## src/rtl/core/pbs_pkg.sv

```systemverilog
`default_nettype none

package pbs_pkg;

  // Field widths of the input and result words.
  localparam int CMD_W = 2;
  localparam int IDX_W = 12;
  localparam int VAL_W = 16;
  localparam int CFG_W = 5;

  // Reset value of the element width register.
  localparam logic [CFG_W-1:0] CFG_RESET = 5'd8;

  // Defaults for the top level parameters.
  localparam int STORE_BITS_DEF       = 4096;
  localparam int MAX_ELEMENT_BITS_DEF = 16;

  // Command codes.
  localparam logic [CMD_W-1:0] CMD_READ   = 2'd0;
  localparam logic [CMD_W-1:0] CMD_WRITE1 = 2'd1;
  localparam logic [CMD_W-1:0] CMD_WRITE2 = 2'd2;
  localparam logic [CMD_W-1:0] CMD_WRITE4 = 2'd3;

endpackage

`default_nettype wire

```

## src/rtl/core/pbs_ram.sv

```systemverilog
`default_nettype none

module pbs_ram #(
  parameter int WIDTH = 8,
  parameter int DEPTH = 512
) (
  input  wire logic                     clk,
  input  wire logic                     we,
  input  wire logic [$clog2(DEPTH)-1:0] waddr,
  input  wire logic [WIDTH-1:0]         wdata,
  input  wire logic                     re,
  input  wire logic [$clog2(DEPTH)-1:0] raddr,
  output logic      [WIDTH-1:0]         rdata
);

  logic [WIDTH-1:0] mem [DEPTH];

  always_ff @(posedge clk) begin
    if (we) begin
      mem[waddr] <= wdata;
    end
    if (re) begin
      rdata <= mem[raddr];
    end
  end

endmodule

`default_nettype wire

```

## src/rtl/core/packed_bitfield_store.sv

```systemverilog
`default_nettype none
// A read word reads RD_BYTES store bytes, each in ST_RD then ST_WR, then forms its result
// in ST_FIN and shows it in ST_OUT. A write word places one to four copies in ST_BUILD,
// then does one read-modify-write of the byte-wide store per byte touched (ST_RD, ST_WR).
// One word at a time: a new word is taken only once the previous one is done,
// and the byte-wide memory port sets the pace of the byte loop.
// Reset (rst_n low, synchronous) returns the sequencer to idle and the element width to 8.

module packed_bitfield_store #(
  parameter int STORE_BITS       = pbs_pkg::STORE_BITS_DEF,
  parameter int MAX_ELEMENT_BITS = pbs_pkg::MAX_ELEMENT_BITS_DEF
) (
  input  wire logic                        clk,
  input  wire logic                        rst_n,

  input  wire logic                        in_valid,
  output logic                             in_ready,
  input  wire logic [pbs_pkg::CMD_W-1:0]   in_command,
  input  wire logic [pbs_pkg::IDX_W-1:0]   in_element_index,
  input  wire logic [pbs_pkg::VAL_W-1:0]   in_write_value,

  output logic                             out_valid,
  input  wire logic                        out_ready,
  output logic      [pbs_pkg::VAL_W-1:0]   out_read_value,

  input  wire logic                        cfg_wr_en,
  input  wire logic [pbs_pkg::CFG_W-1:0]   cfg_wr_data
);

  // The store is a byte-wide memory; bit position p lives in byte p/8, bit p%8.
  // STORE_BITS is expected to be a multiple of eight.
  localparam int DEPTH = STORE_BITS / 8;
  localparam int AW    = $clog2(DEPTH);

  // Effective element width and the bit offset of an element.
  localparam int WB     = $clog2(MAX_ELEMENT_BITS + 1);
  localparam int BASE_W = pbs_pkg::IDX_W + WB;

  // The byte address needs room for the span of one word past the last byte
  // and for a comparison against the store depth.
  localparam int BA_A = BASE_W - 2;
  localparam int BA_W = (BA_A > AW + 1) ? BA_A : AW + 1;

  // A write pattern holds up to four copies placed at the sub-byte offset.
  localparam int PAT_W = 7 + 4 * MAX_ELEMENT_BITS;
  localparam int OFF_W = $clog2(PAT_W + 1);

  // A read spans the sub-byte offset plus at most sixteen element bits.
  localparam int RD_BITS  = (MAX_ELEMENT_BITS < pbs_pkg::VAL_W) ?
                            MAX_ELEMENT_BITS : pbs_pkg::VAL_W;
  localparam int RD_BYTES = (7 + RD_BITS + 7) / 8;
  localparam int ACC_W    = 8 * RD_BYTES;
  localparam int CNT_W    = $clog2(RD_BYTES + 1);

  // Sequencer states.
  localparam int ST_W = 3;
  localparam logic [ST_W-1:0] ST_IDLE  = 3'd0;
  localparam logic [ST_W-1:0] ST_BUILD = 3'd1;
  localparam logic [ST_W-1:0] ST_RD    = 3'd2;
  localparam logic [ST_W-1:0] ST_WR    = 3'd3;
  localparam logic [ST_W-1:0] ST_FIN   = 3'd4;
  localparam logic [ST_W-1:0] ST_OUT   = 3'd5;

  logic [ST_W-1:0]           state_r, state_nxt;
  logic [pbs_pkg::CFG_W-1:0] cfg_r, cfg_nxt;
  logic                      is_read_r, is_read_nxt;
  logic [2:0]                copies_r, copies_nxt;
  logic [2:0]                sh_r, sh_nxt;
  logic [BA_W-1:0]           addr_r, addr_nxt;
  logic [OFF_W-1:0]          off_r, off_nxt;
  logic [PAT_W-1:0]          pat_r, pat_nxt;
  logic [PAT_W-1:0]          msk_r, msk_nxt;
  logic [pbs_pkg::VAL_W-1:0] val_r, val_nxt;
  logic [CNT_W-1:0]          cnt_r, cnt_nxt;
  logic [ACC_W-1:0]          acc_r, acc_nxt;
  logic [pbs_pkg::VAL_W-1:0] rd_val_r, rd_val_nxt;

  // Element width in use: the register value, saturated to the maximum width.
  logic [pbs_pkg::CFG_W:0]   w_sat;
  logic [WB-1:0]             w;
  logic [pbs_pkg::VAL_W:0]   one_sh;
  logic [pbs_pkg::VAL_W-1:0] wmask;
  logic [BASE_W-1:0]         base;

  // Memory port signals.
  logic                      ram_we;
  logic [7:0]                ram_wdata;
  logic                      ram_re;
  logic [7:0]                ram_rdata;
  logic                      addr_in_range;
  logic [7:0]                byte_data;
  logic [PAT_W-1:0]          pat_sh, msk_sh;
  logic [ACC_W+7:0]          acc_cat;

  assign w_sat = ({1'b0, cfg_r} > (pbs_pkg::CFG_W + 1)'(MAX_ELEMENT_BITS)) ?
                 (pbs_pkg::CFG_W + 1)'(MAX_ELEMENT_BITS) : {1'b0, cfg_r};
  assign w     = WB'(w_sat);

  // Low min(w, 16) bits set; only those element bits are ever stored or returned.
  assign one_sh = (pbs_pkg::VAL_W + 1)'(1) << w;
  assign wmask  = one_sh[pbs_pkg::VAL_W-1:0] - pbs_pkg::VAL_W'(1);

  // First bit position of the addressed element.
  assign base = BASE_W'(in_element_index) * BASE_W'(w);

  // Bytes past the end of the store read as zero and are never written.
  assign addr_in_range = (addr_r < BA_W'(DEPTH));
  assign byte_data     = addr_in_range ? ram_rdata : 8'd0;

  assign pat_sh  = pat_r >> 8;
  assign msk_sh  = msk_r >> 8;
  assign acc_cat = {byte_data, acc_r};

  assign in_ready       = (state_r == ST_IDLE);
  assign out_valid      = (state_r == ST_OUT);
  assign out_read_value = rd_val_r;

  always_comb begin
    state_nxt   = state_r;
    cfg_nxt     = cfg_wr_en ? cfg_wr_data : cfg_r;
    is_read_nxt = is_read_r;
    copies_nxt  = copies_r;
    sh_nxt      = sh_r;
    addr_nxt    = addr_r;
    off_nxt     = off_r;
    pat_nxt     = pat_r;
    msk_nxt     = msk_r;
    val_nxt     = val_r;
    cnt_nxt     = cnt_r;
    acc_nxt     = acc_r;
    rd_val_nxt  = rd_val_r;
    ram_re      = 1'b0;
    ram_we      = 1'b0;
    ram_wdata   = (byte_data & ~msk_r[7:0]) | (pat_r[7:0] & msk_r[7:0]);

    unique case (state_r)
      ST_IDLE: begin
        if (in_valid) begin
          is_read_nxt = (in_command == pbs_pkg::CMD_READ);
          sh_nxt      = base[2:0];
          addr_nxt    = BA_W'(base >> 3);
          off_nxt     = OFF_W'(base[2:0]);
          pat_nxt     = '0;
          msk_nxt     = '0;
          val_nxt     = in_write_value & wmask;
          cnt_nxt     = '0;
          case (in_command)
            pbs_pkg::CMD_WRITE1: copies_nxt = 3'd1;
            pbs_pkg::CMD_WRITE2: copies_nxt = 3'd2;
            default:             copies_nxt = 3'd4;
          endcase
          state_nxt = (in_command == pbs_pkg::CMD_READ) ? ST_RD : ST_BUILD;
        end
      end

      // One copy of the value is placed per cycle through the shared shifter.
      ST_BUILD: begin
        pat_nxt    = pat_r | (PAT_W'(val_r) << off_r);
        msk_nxt    = msk_r | (PAT_W'(wmask) << off_r);
        off_nxt    = off_r + OFF_W'(w);
        copies_nxt = copies_r - 3'd1;
        if (copies_r == 3'd1) begin
          // A zero element width leaves nothing to write.
          state_nxt = (wmask == '0) ? ST_IDLE : ST_RD;
        end
      end

      ST_RD: begin
        ram_re    = addr_in_range;
        state_nxt = ST_WR;
      end

      // Read data is back: merge for a write, collect for a read.
      ST_WR: begin
        addr_nxt = addr_r + BA_W'(1);
        if (is_read_r) begin
          acc_nxt = acc_cat[ACC_W+7:8];
          cnt_nxt = cnt_r + CNT_W'(1);
          state_nxt = (cnt_r == CNT_W'(RD_BYTES - 1)) ? ST_FIN : ST_RD;
        end else begin
          ram_we  = addr_in_range && (msk_r[7:0] != 8'd0);
          pat_nxt = pat_sh;
          msk_nxt = msk_sh;
          state_nxt = (msk_sh == '0) ? ST_IDLE : ST_RD;
        end
      end

      ST_FIN: begin
        rd_val_nxt = pbs_pkg::VAL_W'(acc_r >> sh_r) & wmask;
        state_nxt  = ST_OUT;
      end

      ST_OUT: begin
        if (out_ready) begin
          state_nxt = ST_IDLE;
        end
      end

      default: begin
        state_nxt = ST_IDLE;
      end
    endcase
  end

  always_ff @(posedge clk) begin
    if (!rst_n) begin
      state_r <= ST_IDLE;
      cfg_r   <= pbs_pkg::CFG_RESET;
    end else begin
      state_r <= state_nxt;
      cfg_r   <= cfg_nxt;
    end
  end

  always_ff @(posedge clk) begin
    is_read_r <= is_read_nxt;
    copies_r  <= copies_nxt;
    sh_r      <= sh_nxt;
    addr_r    <= addr_nxt;
    off_r     <= off_nxt;
    pat_r     <= pat_nxt;
    msk_r     <= msk_nxt;
    val_r     <= val_nxt;
    cnt_r     <= cnt_nxt;
    acc_r     <= acc_nxt;
    rd_val_r  <= rd_val_nxt;
  end

  pbs_ram #(
    .WIDTH(8),
    .DEPTH(DEPTH)
  ) u_store (
    .clk  (clk),
    .we   (ram_we),
    .waddr(addr_r[AW-1:0]),
    .wdata(ram_wdata),
    .re   (ram_re),
    .raddr(addr_r[AW-1:0]),
    .rdata(ram_rdata)
  );

endmodule

`default_nettype wire

```

## config.mk

```make
export PLATFORM = sky130hd
export DESIGN_NAME = packed_bitfield_store
export DESIGN_NICKNAME = d
export VERILOG_FILES = /design/src/rtl/core/pbs_pkg.sv /design/src/rtl/core/pbs_ram.sv /design/src/rtl/core/packed_bitfield_store.sv
export SDC_FILE = /design/constraint.sdc
export NUM_CORES = 2
export LEC_CHECK = 0
export BUFFER_PORTS_ARGS = -buffer_cell sky130_fd_sc_hd__buf_2
export CAP_MARGIN = 25
export CORE_ASPECT_RATIO = 2
export CORE_MARGIN = 4
export CORE_UTILIZATION = 49
export CTS_CLUSTER_SIZE = 30
export DETAILED_ROUTE_END_ITERATION = 8
export PLACE_DENSITY = 0.61
export SYNTH_ARGS = -nofsm -noshare
export SYNTH_HDL_FRONTEND = slang
export SYNTH_HIERARCHICAL = 1
export SYNTH_SLANG_ARGS = --single-unit
```

## constraint.sdc

```tcl
create_clock -name clk -period 10.36 [get_ports clk]
set_input_delay 2.072 -clock clk [delete_from_list [all_inputs] [get_ports clk]]
set_output_delay 2.072 -clock clk [all_outputs]
set_load 0.1 [all_outputs]
```

* After elaboration in Yosys (flattened, before gate mapping) *
Memory sizes are Yosys's and may differ from the RTL's. A register that Yosys moved wholly into a read port is not among the register bits.
Index checks and enable logic that the tools add are counted.

word-level totals
  input bits = 40
  word-level logic and storage cells = 95
  register bits after elaboration = 237
  memory bits (writable) = 4,096
  memories = 1
  output and inout bits = 18

cells by class
  eq/ne operators = 14
  bitwise gates (word level) = 8
  $lt $le $gt $ge = 2
  $mul = 1
  muxes and demuxes = 31
  reductions and logical operators = 16
  add/subtract/negate cells = 5
  shift operators = 4

memory list
  memory       depth  bits a word  read ports  clocked after Yosys merged registers in  wr ports  RTL line       source
  u_store.mem  512    8            1           1                                        1         pbs_ram.sv:16  logic [WIDTH-1:0] mem [DEPTH];

operators by type and width
  cell                     count
  $pmux W71 S3             2
  $mux W71                 3
  $or A71 B71 Y71          2
  $shl A16 B7 Y71          2
  $logic_not A71 Y1        1
  $and A16 B16 Y16         2
  $pmux W15 S2             1
  $shr A24 B3 Y16          1
  $mux W3                  6
  $pmux W3 S6              1
  $mul A12 B5 Y17          1
  $and A8 B8 Y8            2
  $logic_not A16 Y1        1
  $shl A1 B5 Y16 const A   1
  $sub A16 B1 Y16 const B  1
  $add A15 B1 Y15 const B  1
  $lt A15 B10 Y1 const B   1
  $mux W15                 1
  $pmux W7 S2              1
  $pmux W3 S2              2
  $mux W2                  5
  $reduce_and A3 Y1        3
  $mux W8                  1
  $ne A2 B2 Y1 const B     4
  23 further kinds         35

* Logic depth before layout (Yosys ltp) *
  word-level depth = 8
  mapped depth = 19
  depth with buffers taken out = 15

* Modules after synthesis *
Netlist, hierarchy kept.

modules (own cells, without submodules)
  module                 instances  cells an instance  area each (sq um)  seq. area each (sq um)
  pbs_ram                1          8,030              160,007.2          123,238.2
  packed_bitfield_store  1          1,657              16,241.8           7,036.7

* Least setup slack after synthesis *
OpenSTA, ideal clock, no wires.

  kind = input to register
  start point = in in_valid
  end point = reg msk_r[0] (enable)
  path buffers = 0
  required time = 9.670 ns
  setup time = 0.690 ns
  arrival time = 8.964 ns
  slack = 0.706 ns
  stages = 2
  path through = o21ai_0 > a21oi_1

between the ends
  longest elaborated chain between the ends = 2

RTL lines
  item                         RTL line                      source
  from (decl)                  packed_bitfield_store.sv:16   input wire logic in_valid,
  $ne A2 B2 Y1 (no line)       -
  $reduce_and A3 Y1 (no line)  -
  to (signal assigned)         packed_bitfield_store.sv:222  msk_r <= msk_nxt;
  to (decl)                    packed_bitfield_store.sv:72   logic [PAT_W-1:0] msk_r, msk_nxt;

No other way between the ends.
A chain may end at the register's enable or synchronous reset.

* Worst setup path in the final report *
  start point = reg addr_r[0]
  end point = reg u_store.rdata[6], read port of u_store.mem, data pin

between the ends
  longest elaborated chain between the ends = 2

RTL lines
  item                    RTL line                      source
  from (decl)             packed_bitfield_store.sv:69   logic [BA_W-1:0] addr_r, addr_nxt;
  from (signal assigned)  packed_bitfield_store.sv:219  addr_r <= addr_nxt;
  $lt A15 B10 Y1          packed_bitfield_store.sv:107  assign addr_in_range = (addr_r < BA_W'(DEPTH));
  $mux W1                 packed_bitfield_store.sv:136  unique case (state_r)
  to (decl)               pbs_ram.sv:13                 output logic [WIDTH-1:0] rdata

Several ways; a longest one is shown, not always the timed one.

==> flow_summary.toml <==
[placed_design]
dp_hpwl_um = 315000
placed_cells = 14000
place_congestion = 0.918
portBuffers = 57

[power_and_ir_drop]
p_int_uw = 29800
seqPwrFrac_pct = 49.5
leakage_uw = 0.0616
share_comb_of_total_power_pct = 16.7
p_switching_uw = 11100
powerDensity_nw_per_um2 = 212
ir_worst_vdd_mv = 0.122
clkPwrFrac_pct = 33.8
p_sw_share_pct = 27.2

[floorplanning]
ios = 58
start_util_pct = 49.2
row_count = 311
die_w_um = 432
dieArea_sq_um = 370000
core_sq_um = 358000
die_h_um = 856

[cts]
cts_sinks = 4341
htree_levels = 5
cts.path.max_buffers = 4
clk_latency_ns = 0.93
postCtsSetupRepairBufs = 0
root_buffer = "clkbuf_16"
holdBufCountCts = 0
cts.clk_slew.worst_paths_ns = 0.06
cts_buffers = 364
cts_tree = "done"
cts_resized = 0

[timing]
hold_violations = 0
setup_viol = 0
min_period_ns = 5.45
tns_ns = 0
hold_ws_ns = 0.422
slew_violations = 0
worstMarginPinSlew_ns = 1.17
skew_ns = 0.0621
fin_crit_sh_pct = 52.6
rsz0062_at_grt = "no"
max_freq_ghz = 0.184
slew_headroom_pct = 21.9

[synthesis]
netlist.area_leader.share_pct = 73.8
yosysWarnings = 6
synth_edf_count = 4333
synth_top_cell_by_area = "edfxtp_1"
synth-main-ff-cell = "edfxtp_1"
ys_ff_latch = 4341
synth_seq_area_share_pct = 73.9
yosys-top-cells-area = "edfxtp_1 (74%), mux4_2 (8.6%), mux2i_1 (4.9%), o221ai_1 (1.9%), nor2_1 (1.5%)"
synth_cell_types = 90
synth.avg_cell_area_sq_um = 18.2
syn_area_sq_um = 176000
synth_fp_nets = 9797
synthArstFlopShare_pct = 0
syn_inst = 9687

[routing]
drt_iter0_drc = 9228
viasPerCell = 6.41
dr.pass1.iters = 7
wl_per_cell_um = 33.5
vias = 94100
ant_nets = 0
route.detailed.drc = 0
drt_wl_total_um = 492000

[setup_path]
start_kind = "flop"
cp_max_fo = 112
ff2ff_setup_slack_ns = 4.91
path_class = "reg -> reg"
r2r-end = "u_store/rdata[6]"
cp-end-kind = "flop"
slowest_stage = "buf_4"
worstPathArrival_ns = 6.08
reg2reg_depth = 11
cp-startpoint = "addr_r[0]"
endpoint = "u_store/rdata[6]"
path_cells = "buf_12 -> buf_12 -> buf_4 -> mux2i_1 -> o221ai_1 -> a21oi_1 -> nor2_1 -> nand3_1 -> o21ai_0 -> buf_4 -> o2111a_1"
max_stage_delay_ns = 0.74
r2r-start = "addr_r[0]"
crit_required_ns = 10.99

[finish]
finalNetCount = 9800
drive_above_1_share_pct = 15.7
area_growth_syn_to_layout_pct = 9.61
stdcell_count = 14700
nFillCells = 27800
post-route-util_pct = 53.9

[global_route]
grt_max_degree = 184
antenna_found_initial = 7
grt_use_total_pct = 26.2
grt_pass1_wl_um = 704000
overflow = 0
grt_pass1_vias = 96500

[run_status]
outcome = "complete, no violations"

[worst_hold_path]
holdCritPathClass = "reg -> reg"

[run]
maxCapViolCount = 0
[routing by layer]
| metal | track usage, % | part of all wire, % | wire [um] | vias to the layer above |
|---|---|---|---|---|
| li1 | - | - | - | 39600 |
| met1 | 29.5 | 34 | 165000 | 49500 |
| met2 | 47.4 | 53 | 262000 | 3849 |
| met3 | 3.39 | 5.7 | 27900 | 1136 |
| met4 | 15.8 | 7.3 | 36100 | 0 |
| met5 | 0 | 0 | 0 | - |
[worst min path at each step]
stage | startpoint | endpoint | slack, ns | cells past startpoint
floorplan | acc_r[23] | acc_r[15] | 0.40 | 0
global placement | acc_r[23] | acc_r[15] | 0.42 | 0
detailed placement | acc_r[23] | acc_r[15] | 0.40 | 0
CTS | acc_r[23] | acc_r[15] | 0.42 | 0
global route | acc_r[23] | acc_r[15] | 0.43 | 0
finish | acc_r[23] | acc_r[15] | 0.42 | 0
[synth_stat cells (57+ instances only)]
cell and n:
a21oi_1 333, a22oi_1 107, and2_1 70, buf_1 57
buf_2 77, buf_4 71, buf_6 66, clkbuf_1 349
edfxtp_1 4333, mux2i_1 854, mux4_2 676, nand2_1 313
nand3_1 62, nor2_1 706, nor3_1 138, nor4_1 60
o21ai_0 261, o221ai_1 378, o22ai_1 171
[cell families (layout without fill, tap and decap cells)]
| group | after synthesis | count (layout) | synth area share [%] |
|---|---|---|---|
| other | 0 | 6 | 0 |
| and+or+nand+nor | 1504 | 1504 | 3.79 |
| xor gates and xnor gates | 28 | 28 | 0.139 |
| muxes | 1552 | 1552 | 13.6 |
| DFF | 4341 | 4341 | 73.9 |
| adders and majority gates | 70 | 70 | 0.629 |
| AOI/OAI and AO/OA | 1499 | 1499 | 5.82 |
| buffers and inverters | 693 | 978 | 2.08 |
[layout make-up]
type	count	area [sq um]	share of cell area (%)
diodes	6	15.0	0.00777
clock buffers	442	9610	4.98
clock inverters	206	2110	1.09
inverters	57	221	0.115
multi-input cells	4653	42800	22.2
flip-flops and latches	4341	130000	67.4
well taps	4695	5870	3.04
repair buffers	273	2260	1.17
[cell usage in the layout, fill, tap and decap left out, types with 20 or more instances in the layout]
cell type	instances
o31ai_1	27
a21oi_1	332
a221oi_1	25
nor3_1	134
a22oi_1	107
mux4_2	676
clkinvlp_4	21
o21ai_0	259
ha_1	39
a211oi_1	28
nor2b_1	30
mux2i_1	854
nand2_1	297
buf_4	189
inv_1	53
bufinv_16	40
nand4_1	38
o221ai_1	378
nand3_1	58
clkinv_1	71
edfxtp_1	4333
clkinv_2	56
buf_2	58
buf_12	20
clkbuf_1	67
a22o_1	20
fa_1	31
o22ai_1	171
clkbuf_16	373
nor4_1	46
and2_1	68
nor2_1	705
[worst max-delay path, delay by kind of cell, from the launching register on]
kind                   cells  cell delay (ns)
muxes                      1             0.51
DFF                        1             0.70
and+or+nand+nor            2             0.22
buffers and inverters      4             2.04
AOI/OAI and AO/OA          4             1.29
[state kept, by name (all words and copies together), names as in the netlist]
register,flops
u_store/mem,4096
msk_r,71
pat_r,71
acc_r,24
out_read_value,16
val_r,16
addr_r,15
u_store/rdata,8
off_r,7
cfg_r,5
copies_r,3
sh_r,3
state_r,3
cnt_r,2
is_read_r,1
[stage by stage]
step | worst slack [ns] | cell area (sq um) | power, uW
6_report | 4.91 | 193000 | 40900
4_1_cts | 4.89 | 193000 | 41200
2_1_floorplan | 0.706 | 176000 | 24900
3_3_place_gp | 4.34 | 181000 | 27300
5_1_grt | 4.81 | 193000 | 42200
3_5_place_dp | 4.45 | 181000 | 27400
[power by group through the flow]
stage | registers, uW | clock network [uW] | logic, uW
global route | 20300 | 14800 | 7120
finish | 20300 | 13800 | 6830
floorplan | 20800 | 0 | 4140
global placement | 20600 | 0 | 6720
detailed placement | 20600 | 0 | 6810
CTS | 20300 | 14100 | 6830
No activity file was read; power rests on OpenSTA's default activity.
